## src/sv/gtc_pkg.sv

```systemverilog
// gtc_pkg: constants, types and helper functions for the grid three-colouring counter
// used by the item interfaces, the controller, the datapath and the top level
// no dependencies
`timescale 1ns / 1ps
`default_nettype none

package gtc_pkg;

    // grid and pattern sizing
    localparam int MAX_ROWS  = 5;
    localparam int PAT_DEPTH = 3 << (MAX_ROWS - 1);
    localparam int PAT_W     = 2 * MAX_ROWS;
    localparam int IDX_W     = $clog2(PAT_DEPTH);
    localparam int TOT_W     = $clog2(PAT_DEPTH + 1);
    localparam int RSAT_W    = $clog2(MAX_ROWS + 1);

    // item field widths
    localparam int ROWS_W = 3;
    localparam int COLS_W = 16;
    localparam int VAL_W  = 30;

    localparam logic [VAL_W-1:0] MODULUS   = 30'd1000000007;
    localparam logic [1:0]       COLOR_MAX = 2'd2;

    // controller to datapath commands
    typedef struct packed {
        logic load;        // latch a new query
        logic enum_step;   // one step of the pattern walk
        logic issue;       // read one previous-column entry
        logic sum_mode;    // accumulate without the compatibility check
        logic write_next;  // store the finished row sum
        logic out_load;    // move the total into the output register
    } t_dp_cmd;

    // datapath to controller status
    typedef struct packed {
        logic enum_done;
        logic issue_last;
        logic cur_last;
        logic col_last;
        logic cols_le1;
        logic out_free;
    } t_dp_sts;

    // modular add with one conditional subtraction
    function automatic logic [VAL_W-1:0] add_mod(input logic [VAL_W-1:0] a,
                                                 input logic [VAL_W-1:0] b);
        logic [VAL_W:0] s;
        s = {1'b0, a} + {1'b0, b};
        if (s >= {1'b0, MODULUS}) begin
            s = s - {1'b0, MODULUS};
        end
        return s[VAL_W-1:0];
    endfunction

    // true when two column patterns differ in every used cell
    function automatic logic patterns_disjoint(input logic [PAT_W-1:0]  a,
                                               input logic [PAT_W-1:0]  b,
                                               input logic [RSAT_W-1:0] rows);
        logic ok;
        ok = 1'b1;
        for (int i = 0; i < MAX_ROWS; i++) begin
            if (i < int'(rows) && a[2*i +: 2] == b[2*i +: 2]) begin
                ok = 1'b0;
            end
        end
        return ok;
    endfunction

    // true when no two vertical neighbours share a colour
    function automatic logic pattern_proper(input logic [PAT_W-1:0]  p,
                                            input logic [RSAT_W-1:0] rows);
        logic ok;
        ok = 1'b1;
        for (int i = 1; i < MAX_ROWS; i++) begin
            if (i < int'(rows) && p[2*i +: 2] == p[2*(i-1) +: 2]) begin
                ok = 1'b0;
            end
        end
        return ok;
    endfunction

endpackage

`default_nettype wire

```

## src/sv/gtc_query_if.sv

```systemverilog
// gtc_query_if: valid/ready channel carrying one query item (grid height and width)
// depends on gtc_pkg for field widths
`timescale 1ns / 1ps
`default_nettype none

interface gtc_query_if;
    logic                          valid;
    logic                          ready;
    logic [gtc_pkg::ROWS_W-1:0]    row_count;
    logic [gtc_pkg::COLS_W-1:0]    column_count;

    modport source (output valid, output row_count, output column_count, input ready);
    modport sink   (input valid, input row_count, input column_count, output ready);
endinterface

`default_nettype wire

```

## src/sv/gtc_result_if.sv

```systemverilog
// gtc_result_if: valid/ready channel carrying one result item (colouring count)
// depends on gtc_pkg for the field width
`timescale 1ns / 1ps
`default_nettype none

interface gtc_result_if;
    logic                         valid;
    logic                         ready;
    logic [gtc_pkg::VAL_W-1:0]    coloring_count;

    modport source (output valid, output coloring_count, input ready);
    modport sink   (input valid, input coloring_count, output ready);
endinterface

`default_nettype wire

```

## src/sv/gtc_ctrl.sv

```systemverilog
// gtc_ctrl: sequencing state machine for the colouring counter
// issues commands to gtc_datapath, depends on gtc_pkg
`timescale 1ns / 1ps
`default_nettype none

module gtc_ctrl (
    input  wire                 i_clk,
    input  wire                 i_rst_n,
    input  wire                 i_in_valid,
    output logic                o_in_ready,
    input  gtc_pkg::t_dp_sts    i_sts,
    output gtc_pkg::t_dp_cmd    o_cmd
);
    import gtc_pkg::*;

    typedef enum logic [2:0] {
        S_IDLE,
        S_ENUM,
        S_ROW,
        S_ROW_DRAIN,
        S_ROW_WRITE,
        S_SUM,
        S_SUM_DRAIN,
        S_DONE
    } t_state;

    t_state r_state;
    t_state n_state;

    // next state and commands
    always_comb begin
        n_state    = r_state;
        o_cmd      = '0;
        o_in_ready = 1'b0;
        unique case (r_state)
            S_IDLE: begin
                o_in_ready = 1'b1;
                if (i_in_valid) begin
                    o_cmd.load = 1'b1;
                    n_state    = S_ENUM;
                end
            end
            S_ENUM: begin
                o_cmd.enum_step = 1'b1;
                if (i_sts.enum_done) begin
                    n_state = i_sts.cols_le1 ? S_SUM : S_ROW;
                end
            end
            S_ROW: begin
                o_cmd.issue = 1'b1;
                if (i_sts.issue_last) begin
                    n_state = S_ROW_DRAIN;
                end
            end
            S_ROW_DRAIN: begin
                n_state = S_ROW_WRITE;
            end
            S_ROW_WRITE: begin
                o_cmd.write_next = 1'b1;
                n_state = (i_sts.cur_last && i_sts.col_last) ? S_SUM : S_ROW;
            end
            S_SUM: begin
                o_cmd.issue    = 1'b1;
                o_cmd.sum_mode = 1'b1;
                if (i_sts.issue_last) begin
                    n_state = S_SUM_DRAIN;
                end
            end
            S_SUM_DRAIN: begin
                n_state = S_DONE;
            end
            S_DONE: begin
                if (i_sts.out_free) begin
                    o_cmd.out_load = 1'b1;
                    n_state        = S_IDLE;
                end
            end
            default: begin
                n_state = S_IDLE;
            end
        endcase
    end

    // state register
    always_ff @(posedge i_clk) begin
        if (!i_rst_n) begin
            r_state <= S_IDLE;
        end else begin
            r_state <= n_state;
        end
    end

endmodule

`default_nettype wire

```

## src/sv/gtc_datapath.sv

```systemverilog
// gtc_datapath: pattern walk, pattern and count memories, modular accumulator, output register
// driven by gtc_ctrl commands, depends on gtc_pkg
`timescale 1ns / 1ps
`default_nettype none

module gtc_datapath (
    input  wire                         i_clk,
    input  wire                         i_rst_n,
    input  gtc_pkg::t_dp_cmd            i_cmd,
    output gtc_pkg::t_dp_sts            o_sts,
    input  wire [gtc_pkg::ROWS_W-1:0]   i_row_count,
    input  wire [gtc_pkg::COLS_W-1:0]   i_column_count,
    input  wire                         i_out_ready,
    output logic                        o_out_valid,
    output logic [gtc_pkg::VAL_W-1:0]   o_out_data
);
    import gtc_pkg::*;

    // query registers
    logic [RSAT_W-1:0] r_rows;
    logic [COLS_W-1:0] r_cols;
    logic [COLS_W-1:0] r_col;

    // walk and index registers
    logic [PAT_W-1:0]  r_digits;
    logic [TOT_W-1:0]  r_total;
    logic [IDX_W-1:0]  r_cur;
    logic [IDX_W-1:0]  r_prev;
    logic              r_bank;

    // memories
    logic [PAT_W-1:0]  r_pat_mem  [PAT_DEPTH];
    logic [VAL_W-1:0]  r_cnt_mem0 [PAT_DEPTH];
    logic [VAL_W-1:0]  r_cnt_mem1 [PAT_DEPTH];

    // registered read data
    logic [PAT_W-1:0]  r_pat_a;
    logic [PAT_W-1:0]  r_pat_b;
    logic [VAL_W-1:0]  r_rd0;
    logic [VAL_W-1:0]  r_rd1;
    logic              r_rd_valid;
    logic              r_rd_sum;

    logic [VAL_W-1:0]  r_acc;
    logic              r_out_valid;
    logic [VAL_W-1:0]  r_out_data;

    logic [PAT_W-1:0]  n_digits;
    logic              carry;
    logic              pat_write;
    logic [TOT_W-1:0]  last_idx;
    logic              cnt_we;
    logic              cnt_wbank;
    logic [IDX_W-1:0]  cnt_waddr;
    logic [VAL_W-1:0]  cnt_wdata;
    logic [VAL_W-1:0]  rd_cnt;
    logic [ROWS_W:0]   rows_ext;

    // next pattern of the base-3 walk, last cell least significant
    always_comb begin
        n_digits = r_digits;
        carry    = 1'b1;
        for (int i = MAX_ROWS - 1; i >= 0; i--) begin
            if (i < int'(r_rows) && carry) begin
                if (r_digits[2*i +: 2] == COLOR_MAX) begin
                    n_digits[2*i +: 2] = 2'd0;
                end else begin
                    n_digits[2*i +: 2] = r_digits[2*i +: 2] + 2'd1;
                    carry              = 1'b0;
                end
            end
        end
    end

    assign pat_write = i_cmd.enum_step && pattern_proper(r_digits, r_rows)
                       && (r_total != TOT_W'(PAT_DEPTH));
    assign last_idx  = r_total - TOT_W'(1);
    assign rows_ext  = {1'b0, i_row_count};

    // count memory write port: initial ones during the walk, row sums later
    always_comb begin
        cnt_we    = 1'b0;
        cnt_wbank = r_bank;
        cnt_waddr = r_total[IDX_W-1:0];
        cnt_wdata = VAL_W'(1);
        if (pat_write) begin
            cnt_we = 1'b1;
        end else if (i_cmd.write_next) begin
            cnt_we    = 1'b1;
            cnt_wbank = ~r_bank;
            cnt_waddr = r_cur;
            cnt_wdata = r_acc;
        end
    end

    // memory writes
    always_ff @(posedge i_clk) begin
        if (pat_write) begin
            r_pat_mem[r_total[IDX_W-1:0]] <= r_digits;
        end
        if (cnt_we && !cnt_wbank) begin
            r_cnt_mem0[cnt_waddr] <= cnt_wdata;
        end
        if (cnt_we && cnt_wbank) begin
            r_cnt_mem1[cnt_waddr] <= cnt_wdata;
        end
    end

    // memory reads, registered
    always_ff @(posedge i_clk) begin
        r_pat_a <= r_pat_mem[r_cur];
        r_pat_b <= r_pat_mem[r_prev];
        r_rd0   <= r_cnt_mem0[r_prev];
        r_rd1   <= r_cnt_mem1[r_prev];
    end

    assign rd_cnt = r_bank ? r_rd1 : r_rd0;

    // query latch and walk state
    always_ff @(posedge i_clk) begin
        if (i_cmd.load) begin
            r_rows   <= (rows_ext > (ROWS_W+1)'(MAX_ROWS)) ? RSAT_W'(MAX_ROWS)
                                                           : RSAT_W'(i_row_count);
            r_cols   <= i_column_count;
            r_digits <= '0;
        end else if (i_cmd.enum_step) begin
            r_digits <= n_digits;
        end
    end

    // indices, column counter and bank select
    always_ff @(posedge i_clk) begin
        if (!i_rst_n) begin
            r_total <= '0;
            r_cur   <= '0;
            r_prev  <= '0;
            r_col   <= '0;
            r_bank  <= 1'b0;
        end else begin
            if (i_cmd.load) begin
                r_total <= '0;
                r_cur   <= '0;
                r_prev  <= '0;
                r_col   <= COLS_W'(1);
            end else begin
                if (pat_write) begin
                    r_total <= r_total + TOT_W'(1);
                end
                if (i_cmd.issue) begin
                    r_prev <= o_sts.issue_last ? '0 : r_prev + IDX_W'(1);
                end
                if (i_cmd.write_next) begin
                    if (o_sts.cur_last) begin
                        r_cur  <= '0;
                        r_col  <= r_col + COLS_W'(1);
                        r_bank <= ~r_bank;
                    end else begin
                        r_cur <= r_cur + IDX_W'(1);
                    end
                end
            end
        end
    end

    // read pipeline flags
    always_ff @(posedge i_clk) begin
        if (!i_rst_n) begin
            r_rd_valid <= 1'b0;
            r_rd_sum   <= 1'b0;
        end else begin
            r_rd_valid <= i_cmd.issue;
            r_rd_sum   <= i_cmd.sum_mode;
        end
    end

    // modular accumulator
    always_ff @(posedge i_clk) begin
        if (!i_rst_n) begin
            r_acc <= '0;
        end else if (i_cmd.load || i_cmd.write_next) begin
            r_acc <= '0;
        end else if (r_rd_valid
                     && (r_rd_sum || patterns_disjoint(r_pat_a, r_pat_b, r_rows))) begin
            r_acc <= add_mod(r_acc, rd_cnt);
        end
    end

    // output register
    always_ff @(posedge i_clk) begin
        if (!i_rst_n) begin
            r_out_valid <= 1'b0;
        end else if (i_cmd.out_load) begin
            r_out_valid <= 1'b1;
        end else if (i_out_ready) begin
            r_out_valid <= 1'b0;
        end
    end

    always_ff @(posedge i_clk) begin
        if (i_cmd.out_load) begin
            r_out_data <= r_acc;
        end
    end

    // status
    always_comb begin
        o_sts.enum_done  = carry;
        o_sts.issue_last = (TOT_W'(r_prev) == last_idx);
        o_sts.cur_last   = (TOT_W'(r_cur) == last_idx);
        o_sts.col_last   = ((r_col + COLS_W'(1)) == r_cols);
        o_sts.cols_le1   = (r_cols <= COLS_W'(1));
        o_sts.out_free   = !r_out_valid || i_out_ready;
    end

    assign o_out_valid = r_out_valid;
    assign o_out_data  = r_out_data;

endmodule

`default_nettype wire

```

## src/sv/grid_three_coloring_counter.sv

```systemverilog
// grid_three_coloring_counter: proper three-colourings of a grid, modulo 1000000007
// with N = 3*2^(rows-1) patterns (one for zero height): a base-3 walk keeps proper columns,
// a pass over all N*N pattern pairs per further column, a summing pass, the output load
// one query at a time; the N*N pair loop on one shared accumulator sets the rate
// the result register lets the next query start while a result waits to be taken
// synchronous active-low reset returns to idle; memories are not cleared
`timescale 1ns / 1ps
`default_nettype none

module grid_three_coloring_counter (
    input  wire             i_clk,
    input  wire             i_rst_n,
    gtc_query_if.sink       i_query,
    gtc_result_if.source    o_result
);
    import gtc_pkg::*;

    t_dp_cmd cmd;
    t_dp_sts sts;
    logic    in_ready;

    // sequencing
    gtc_ctrl u_ctrl (
        .i_clk      (i_clk),
        .i_rst_n    (i_rst_n),
        .i_in_valid (i_query.valid),
        .o_in_ready (in_ready),
        .i_sts      (sts),
        .o_cmd      (cmd)
    );

    // walk, memories and accumulation
    gtc_datapath u_datapath (
        .i_clk          (i_clk),
        .i_rst_n        (i_rst_n),
        .i_cmd          (cmd),
        .o_sts          (sts),
        .i_row_count    (i_query.row_count),
        .i_column_count (i_query.column_count),
        .i_out_ready    (o_result.ready),
        .o_out_valid    (o_result.valid),
        .o_out_data     (o_result.coloring_count)
    );

    assign i_query.ready = in_ready;

    // a delivered count is always reduced
    a_result_reduced : assert property (@(posedge i_clk) disable iff (!i_rst_n)
        o_result.valid |-> (o_result.coloring_count < MODULUS))
        else $error("result not reduced modulo the prime");

    // a total is never moved over a result still waiting
    a_out_no_overwrite : assert property (@(posedge i_clk) disable iff (!i_rst_n)
        cmd.out_load |-> (!o_result.valid || o_result.ready))
        else $error("output register overwritten");

    // an accepted item starts the pattern walk in the following cycle
    a_accept_walks : assert property (@(posedge i_clk) disable iff (!i_rst_n)
        (i_query.valid && i_query.ready) |=> cmd.enum_step)
        else $error("pattern walk did not start");

    // the output is loaded only after the summing pass has drained
    a_load_after_sum : assert property (@(posedge i_clk) disable iff (!i_rst_n)
        (cmd.out_load && !$past(cmd.out_load)) |-> !$past(cmd.issue))
        else $error("output loaded during a pass");

endmodule

`default_nettype wire

```

## src/flat_wrapper.sv

```systemverilog
// flat-port wrapper written by rule: the top's interface ports become plain ports
module grid_three_coloring_counter_flat import gtc_pkg::*;
  (i_clk, i_rst_n, i_query_valid, i_query_row_count, i_query_column_count, i_query_ready, o_result_valid, o_result_coloring_count, o_result_ready);
  gtc_query_if i_query_i ();
  gtc_result_if o_result_i ();
  input  wire i_clk;
  input  wire i_rst_n;
  input wire logic [$bits(i_query_i.valid)-1:0] i_query_valid;
  input wire logic [$bits(i_query_i.row_count)-1:0] i_query_row_count;
  input wire logic [$bits(i_query_i.column_count)-1:0] i_query_column_count;
  output wire logic [$bits(i_query_i.ready)-1:0] i_query_ready;
  output wire logic [$bits(o_result_i.valid)-1:0] o_result_valid;
  output wire logic [$bits(o_result_i.coloring_count)-1:0] o_result_coloring_count;
  input wire logic [$bits(o_result_i.ready)-1:0] o_result_ready;
  assign i_query_i.valid = i_query_valid;
  assign i_query_i.row_count = i_query_row_count;
  assign i_query_i.column_count = i_query_column_count;
  assign i_query_ready = i_query_i.ready;
  assign o_result_valid = o_result_i.valid;
  assign o_result_coloring_count = o_result_i.coloring_count;
  assign o_result_i.ready = o_result_ready;
  grid_three_coloring_counter u_core (.i_clk(i_clk), .i_rst_n(i_rst_n), .i_query(i_query_i), .o_result(o_result_i));
endmodule
```

## config.mk

```make
export PLATFORM = sky130hd
export DESIGN_NAME = grid_three_coloring_counter_flat
export DESIGN_NICKNAME = d
export VERILOG_FILES = /design/src/sv/gtc_pkg.sv /design/src/sv/gtc_query_if.sv /design/src/sv/gtc_result_if.sv /design/src/sv/gtc_ctrl.sv /design/src/sv/gtc_datapath.sv /design/src/sv/grid_three_coloring_counter.sv /design/src/flat_wrapper.sv
export SDC_FILE = /design/constraint.sdc
export NUM_CORES = 2
export LEC_CHECK = 0
export ABC_AREA = 1
export ABC_CLOCK_PERIOD_IN_PS = 8400
export BUFFER_PORTS_ARGS = -buffer_cell sky130_fd_sc_hd__buf_2
export CORE_MARGIN = 3
export CORE_UTILIZATION = 40
export DETAILED_ROUTE_END_ITERATION = 6
export SKIP_LAST_GASP = 1
export SLEW_MARGIN = 10
export SYNTH_ARGS = -nofsm -noshare
export SYNTH_HDL_FRONTEND = slang
export SYNTH_HIERARCHICAL = 1
export SYNTH_SLANG_ARGS = --single-unit
```

## constraint.sdc

```tcl
create_clock -name i_clk -period 8.4 [get_ports i_clk]
set_input_delay 2.1 -clock i_clk [delete_from_list [all_inputs] [get_ports i_clk]]
set_output_delay 2.1 -clock i_clk [all_outputs]
set_load 0.01 [all_outputs]
```

Word level (Yosys, flattened, before mapping)
Memory sizes are Yosys's and may differ from the RTL's. A register that Yosys moved wholly into a read port is not among the register bits.
Cells that the tools add are included.
- reduce and logical (&&, ||, !) cells: 40
- bitwise gates (word level): 3
- muxes and demuxes: 66
- equal/unequal tests: 30
- order comparisons: 8
- $add $sub $neg: 12
- operators with widths (operator ; number):
    30-bit two-way mux ; 4
    1-bit two-way mux ; 45
    30-bit by 30-bit adder with 31-bit output ; 1
    31-bit by 30-bit >= comparator with 1-bit output (second input constant) ; 1
    30-bit subtractor (second input constant) ; 1
    6-bit two-way mux ; 4
    3-bit one-hot mux with 8 select lines ; 1
    3-bit two-way mux ; 7
    1-bit logical AND ; 19
    6-bit by 1-bit adder with 6-bit output (second input constant) ; 3
    2-bit equality test ; 9
    16-bit by 1-bit adder with 16-bit output (second input constant) ; 1
    16-bit equality test ; 1
    16-bit by 1-bit less-or-equal comparator with 1-bit output (second input constant) ; 1
    2-bit AND reduction ; 7
    3-bit equality test (second input constant) ; 4
    6-bit equality test ; 2
    2-bit by 1-bit adder with 2-bit output (second input constant) ; 5
    2-bit equality test (second input constant) ; 5
    2-bit two-way mux ; 5
    2-bit != test (second input constant) ; 4
    3-bit by 2-bit equality test with 1-bit output (second input constant) ; 2
    1-bit by 3-bit less-than comparator with 1-bit output (first input constant) ; 2
    2-bit by 3-bit less-than comparator with 1-bit output (first input constant) ; 2
    14 further kinds ; 23
- input port bits: 23
- output and inout bits: 32
- word-level logic and storage cells: 181
- memories kept: 3
- bits in writable memories: 3360
- register bits: 130
- memories (name ; depth ; width ; rd ports ; clocked after Yosys merged registers in ; write ports ; line ; source):
    u_core.u_datapath.r_cnt_mem0 ; 48 ; 30 ; 1 ; 1 ; 1 ; gtc_datapath.sv:33 ; logic [VAL_W-1:0] r_cnt_mem0 [PAT_DEPTH];
    u_core.u_datapath.r_cnt_mem1 ; 48 ; 30 ; 1 ; 1 ; 1 ; gtc_datapath.sv:34 ; logic [VAL_W-1:0] r_cnt_mem1 [PAT_DEPTH];
    u_core.u_datapath.r_pat_mem ; 48 ; 10 ; 2 ; 2 ; 1 ; gtc_datapath.sv:32 ; logic [PAT_W-1:0] r_pat_mem [PAT_DEPTH];

Depth between registers and ports, before layout
- depth in word-level cells: 13
- depth in mapped cells: 28
- depth with buffers taken out: 26

By module
Netlist, hierarchy kept.
- by module, submodules not included (module ; sequential area each (µm²) ; instances ; cells each ; area an instance (µm²)):
    gtc_datapath ; 105531.2 ; 1 ; 12162 ; 146795.8
    gtc_ctrl ; 60.1 ; 1 ; 54 ; 332.8

Worst setup path after synthesis
No wires, ideal clock.
- kind: flip-flop to flip-flop
- start point: register u_core.u_datapath.r_digits[6]
- end point: memory u_core.u_datapath.r_cnt_mem0[0][1] (data pin)
- buffers on the path: 3
- library setup time: 0.918 ns
- cell stages (with the launch flop): 9
- data arrival time: 5.655 ns
- clock period less this slack: 6.574 ns
- path slack: 1.826 ns
- required time: 7.482 ns
- cells stage by stage: dfxtp_1 -> clkbuf_2 -> o22ai_1 -> a211o_1 -> nand2_1 -> nor2_1 -> clkbuf_1 -> buf_1 -> nor3_1
- longest elaborated chain between the ends: 7
- elaborated cells on any way between the ends: 9
- those cells by class: eq/ne (2); mux (3); reduce/logical (4)
- ends and longest elaborated chain (element ; line ; source):
    from (decl) ; gtc_datapath.sv:25 ; logic [PAT_W-1:0] r_digits;
    from (signal assigned) ; gtc_datapath.sv:127 ; r_digits <= n_digits;
    2-bit equality test ; gtc_pkg.sv:76 ; if (i < int'(rows) && p[2*i +: 2] == p[2*(i-1) +: 2]) begin
    1-bit logical AND ; gtc_pkg.sv:76 ;
    1-bit two-way mux ; gtc_pkg.sv:76 ;
    1-bit two-way mux * ; gtc_pkg.sv:76 ;
    1-bit logical AND * ; gtc_datapath.sv:75 ; assign pat_write = i_cmd.enum_step && pattern_proper(r_digits, r_rows)
    1-bit logical AND * ; gtc_datapath.sv:76 ; && (r_total != TOT_W'(PAT_DEPTH));
    30-bit two-way mux * ; gtc_datapath.sv:86 ; if (pat_write) begin
    net u_core.u_datapath.cnt_wdata[1] ; gtc_datapath.sv:55 ; logic [VAL_W-1:0] cnt_wdata;
    to (decl) ; gtc_datapath.sv:33 ;
Mark *: on every way through the listed nets, which the timed path passes. The rest lies on a longest branch.

Worst setup path after layout
- start point: register u_core.u_datapath.r_digits[4]
- end point: memory u_core.u_datapath.r_cnt_mem1[17][1] (enable)
- longest elaborated chain between the ends: 11
- elaborated cells on any way between the ends: 15
- those cells by class: eq/ne (2); mux (8); reduce/logical (5)
- ends and longest elaborated chain (element ; line ; source):
    2-bit equality test ; gtc_pkg.sv:76 ;
    1-bit logical AND ; gtc_pkg.sv:76 ;
    1-bit two-way mux ; gtc_pkg.sv:76 ;
    1-bit two-way mux * (2 in a row) ; gtc_pkg.sv:76 ;
    1-bit logical AND * ; gtc_datapath.sv:75 ;
    1-bit logical AND * ; gtc_datapath.sv:76 ;
    1-bit two-way mux ; gtc_datapath.sv:86 ;
    1-bit logical AND ; gtc_datapath.sv:104 ; if (cnt_we && cnt_wbank) begin
    1-bit two-way mux ; gtc_datapath.sv:104 ;
    1-bit two-way mux (not written as such) ; gtc_datapath.sv:105 ; r_cnt_mem1[cnt_waddr] <= cnt_wdata;
    to (decl) ; gtc_datapath.sv:34 ;
Every way passes the cells marked *; elsewhere a longest branch is shown, timed or not.

==> results.py <==
metrics = {
    "placed_design": {
        "hpwlAfterDp_microns": 263000,
        "place.gp.congestion": 0.894,
        "preCtsSetupSlack_ps": 3030,
        "place_inst": 16500,
        "port_buffers": 54,
    },
    "yosys": {
        "yosys.area_share.adder_pct": 0.328,
        "syn_inst": 12200,
        "synth_compound_area_share_pct": 13.9,
        "async_flop_share_pct": 0,
        "synth_mux_area_share_pct": 0,
        "syn-mean-instance-area_sq_um": 12.0,
        "synth_nets": 12300,
        "yosys.area_share.simple_pct": 10.2,
        "yosys_most_used_dff": "edfxtp_1",
        "synth_xor_area_share_pct": 0.333,
        "ys_types": 55,
        "yosysWarnings": 6,
        "synth-edff-count": 3409,
        "synthDominantCellAreaShare_pct": 69.6,
        "syn_area_sq_mm": 0.147,
        "ys_seq_elements": 3570,
        "ys_seq_area_share_pct": 71.8,
        "synth_top_cells_by_area": "edfxtp_1, o21ai_0, nor2_1, nand2_1, dfxtp_1",
        "synth_area_leader_cell": "edfxtp_1",
        "synth_top_family_by_area": "compound AO/OA/AOI/OAI gates",
    },
    "global_route": {
        "grt_pass1_wl_microns": 658000,
        "grt_max_degree": 227,
        "overflow": 0,
        "grt_pass1_vias": 93200,
        "antenna_found_initial": 17,
        "track_usage_pct": 23.7,
    },
    "sta": {
        "maxSlewViolCount": 0,
        "finalWorstSetupSlack_ps": 2900,
        "finalHoldWorstSlack_ps": 487,
        "timing.fmax_mhz": 182,
        "relSlewSlack_pct": 14.4,
        "finalClockSkew_ps": 90.0,
        "hold_viol": 0,
        "rsz0062_at_grt": "false",
        "finalSetupViolations": 0,
        "worstMarginPinSlew_ps": 1280,
        "tns_ps": 0,
        "min_period_ps": 5500,
        "fin_crit_sh_pct": 65.5,
    },
    "power_and_ir_drop": {
        "power_switching_mw": 12.6,
        "p_seq_share_pct": 47.4,
        "p_leak_nw": 47.7,
        "pwr_density_cell_mw_per_mm2": 262,
        "power.total_mw": 43.4,
        "cellInternalPower_mw": 30.8,
        "clkPwrFrac_pct": 37.7,
        "switching_share_pct": 29.0,
        "ir_drop_v": 0.000263,
        "combPwrFrac_pct": 14.9,
    },
    "floorplan": {
        "die_h_microns": 612,
        "dieArea_sq_mm": 0.375,
        "rows": 222,
        "die_w_microns": 612,
        "start_util_pct": 40.2,
        "coreArea_sq_mm": 0.366,
        "io_pins": 55,
    },
    "drt": {
        "dr_total_vias": 100000,
        "first_pass_iters": 7,
        "drt-total-wl_microns": 458000,
        "antenna_left": 0,
        "drt_iter0_markers": 13000,
        "drcViolationCount": 1,
        "post_drt_via_cell_ratio": 5.84,
        "wl_per_cell_microns": 26.7,
    },
    "outcome": {
        "failed_checks": "design-rule violations",
        "status": "finished with violations",
    },
    "hold_path": {
        "holdCritPathClass": "reg2reg",
        "holdCritStartpoint": "u_core/u_datapath/r_col[15]",
        "whs_path_depth": 2,
    },
    "worst_setup_path": {
        "crit_path_top_delay_cell": "dfxtp_2",
        "startpoint_type": "register",
        "startpoint": "u_core/u_datapath/r_digits[4]",
        "path_cells": "inv_1, a211o_1, nand2_1, nor2_4, nor2_2, nand2_1, o21a_1, clkinv_1, nand2_1, nor2_1, nand2_1, nor2_4",
        "cpMostUsedCell": "nand2_1",
        "crit_required_ps": 8930,
        "reg2reg_from": "u_core/u_datapath/r_digits[4]",
        "crit_path_max_incr_delay_ps": 1040,
        "r2r_cells": 12,
        "path_max_fanout": 51,
        "endpoint_kind": "register",
        "cp.arrival_ps": 6030,
        "critPathKind": "reg2reg",
    },
    "cts": {
        "cts_buffers": 370,
        "root_buffer": "clkbuf_16",
        "postCtsHoldBufs": 0,
        "cts_buffer_depth": 4,
        "post_cts_buffers": 0,
        "cts_resized": 0,
        "h-tree-depth": 5,
        "cts_sinks": 3570,
        "tritoncts": "built",
        "clk_pin_slew_ps": 60,
        "clkLatencyLatePin_ps": 960,
    },
    "run": {
        "drv_cap": 0,
    },
    "cells_and_area": {
        "fin_nets": 12100,
        "seq_area_sq_mm": 0.106,
        "area_growth_pct": 12.4,
        "fill_cells": 32700,
        "multiInputGateArea_sq_mm": 0.0374,
        "drive_gt1_share_pct": 9.55,
        "layout.cells.non_filler": 17200,
    },
}
==> layout make-up <==
class	count	area share, %
Sequential cell	3570	63.9
Multi-Input combinational cell	7322	22.6
Clock buffer	474	6.05
Tap cell	4816	3.64
Timing Repair Buffer	315	1.53
Clock inverter	208	1.24
Inverter	457	1.06
Antenna cell	9	0.0136
==> layer usage <==
layer	global-route usage [%]	vias up	wire length (microns)
met5	0	-	20
met4	12.9	4	27900
met3	3.49	919	36400
met2	37.5	4569	213000
met1	31.4	50000	181000
li1	-	44800	-
==> power by group through the flow <==
stage | sequential (mW) | clock [mW] | combinational [mW]
finish | 20.6 | 16.3 | 6.48
global route | 20.6 | 17.3 | 7.00
CTS | 20.6 | 16.5 | 6.43
detailed placement | 20.9 | 0 | 6.41
global placement | 20.9 | 0 | 6.40
floorplan | 20.5 | 0 | 4.19
==> state kept, by name, summed over array words and instances, names as in the netlist, 16 cells and up <==
register and cells:
u_core/u_datapath/r_cnt_mem1 1440, u_core/u_datapath/r_col 16, u_core/u_datapath/o_out_data 30, u_core/u_datapath/r_cols 16
u_core/u_datapath/r_rd1 30, u_core/u_datapath/r_rd0 30, u_core/u_datapath/r_acc 30, u_core/u_datapath/r_pat_mem 480
u_core/u_datapath/r_cnt_mem0 1440
==> per-stage QoR <==
step / utilization, % / cell area, sq um
2_1_floorplan: - / 147000
3_3_place_gp: 41.9 / 153000
3_5_place_dp: 41.9 / 153000
4_1_cts: 45.2 / 165000
5_1_grt: 45.2 / 165000
6_report: 45.2 / 165000
==> synthesized netlist by cell type, drive strengths merged, types with 17 or more instances <==
cell,count
dfxtp,161
a211oi,17
nand2,1169
edfxtp,3409
nor2,1861
xor2,36
a31o,79
nand4,110
clkbuf,747
ha,37
xnor2,20
inv,448
o211ai,222
buf,120
o221ai,278
o22ai,477
a31oi,79
nor3,83
nand3,444
a21oi,390
o21ai,1962
==> cells by family (layout without fill, tap and decap cells) <==
family / Yosys count / count (layout)
AO/OA/AOI/OAI: 3539 / 3539
flip-flops: 3570 / 3570
other: 0 / 9
buffers and inverters: 1324 / 1454
XOR/XNOR: 56 / 56
adder cells (fa/ha/maj): 38 / 38
AND/OR/NAND/NOR: 3689 / 3689
==> cell usage in the layout, fill, tap and decap left out, drive strengths merged, types with 110 or more instances in the layout <==
| cell type | n |
|---|---|
| o22ai | 477 |
| inv | 465 |
| nand3 | 444 |
| buf | 315 |
| edfxtp | 3409 |
| o21ai | 1962 |
| o221ai | 278 |
| dfxtp | 161 |
| o211ai | 222 |
| clkbuf | 474 |
| nand4 | 110 |
| nand2 | 1169 |
| nor2 | 1861 |
| a21oi | 390 |
| clkinv | 153 |
==> worst paths after layout <==
path / slack [ps] / endpoint
max reg2reg: 2900 / u_core/u_datapath/r_cnt_mem1[17][1]
max: 2900 / u_core/u_datapath/r_cnt_mem1[17][1]
min reg2reg: 490 / u_core/u_datapath/r_col[15]
min: 490 / u_core/u_datapath/r_col[15]
==> critical path, delay by kind of cell, from the launching register on <==
family                 cells  cell delay [ps]
buffers and inverters      2              360
AND/OR/NAND/NOR            8             3010
AO/OA/AOI/OAI              2              580
flip-flops                 1             1040
(Power assumes the default switching activity.)
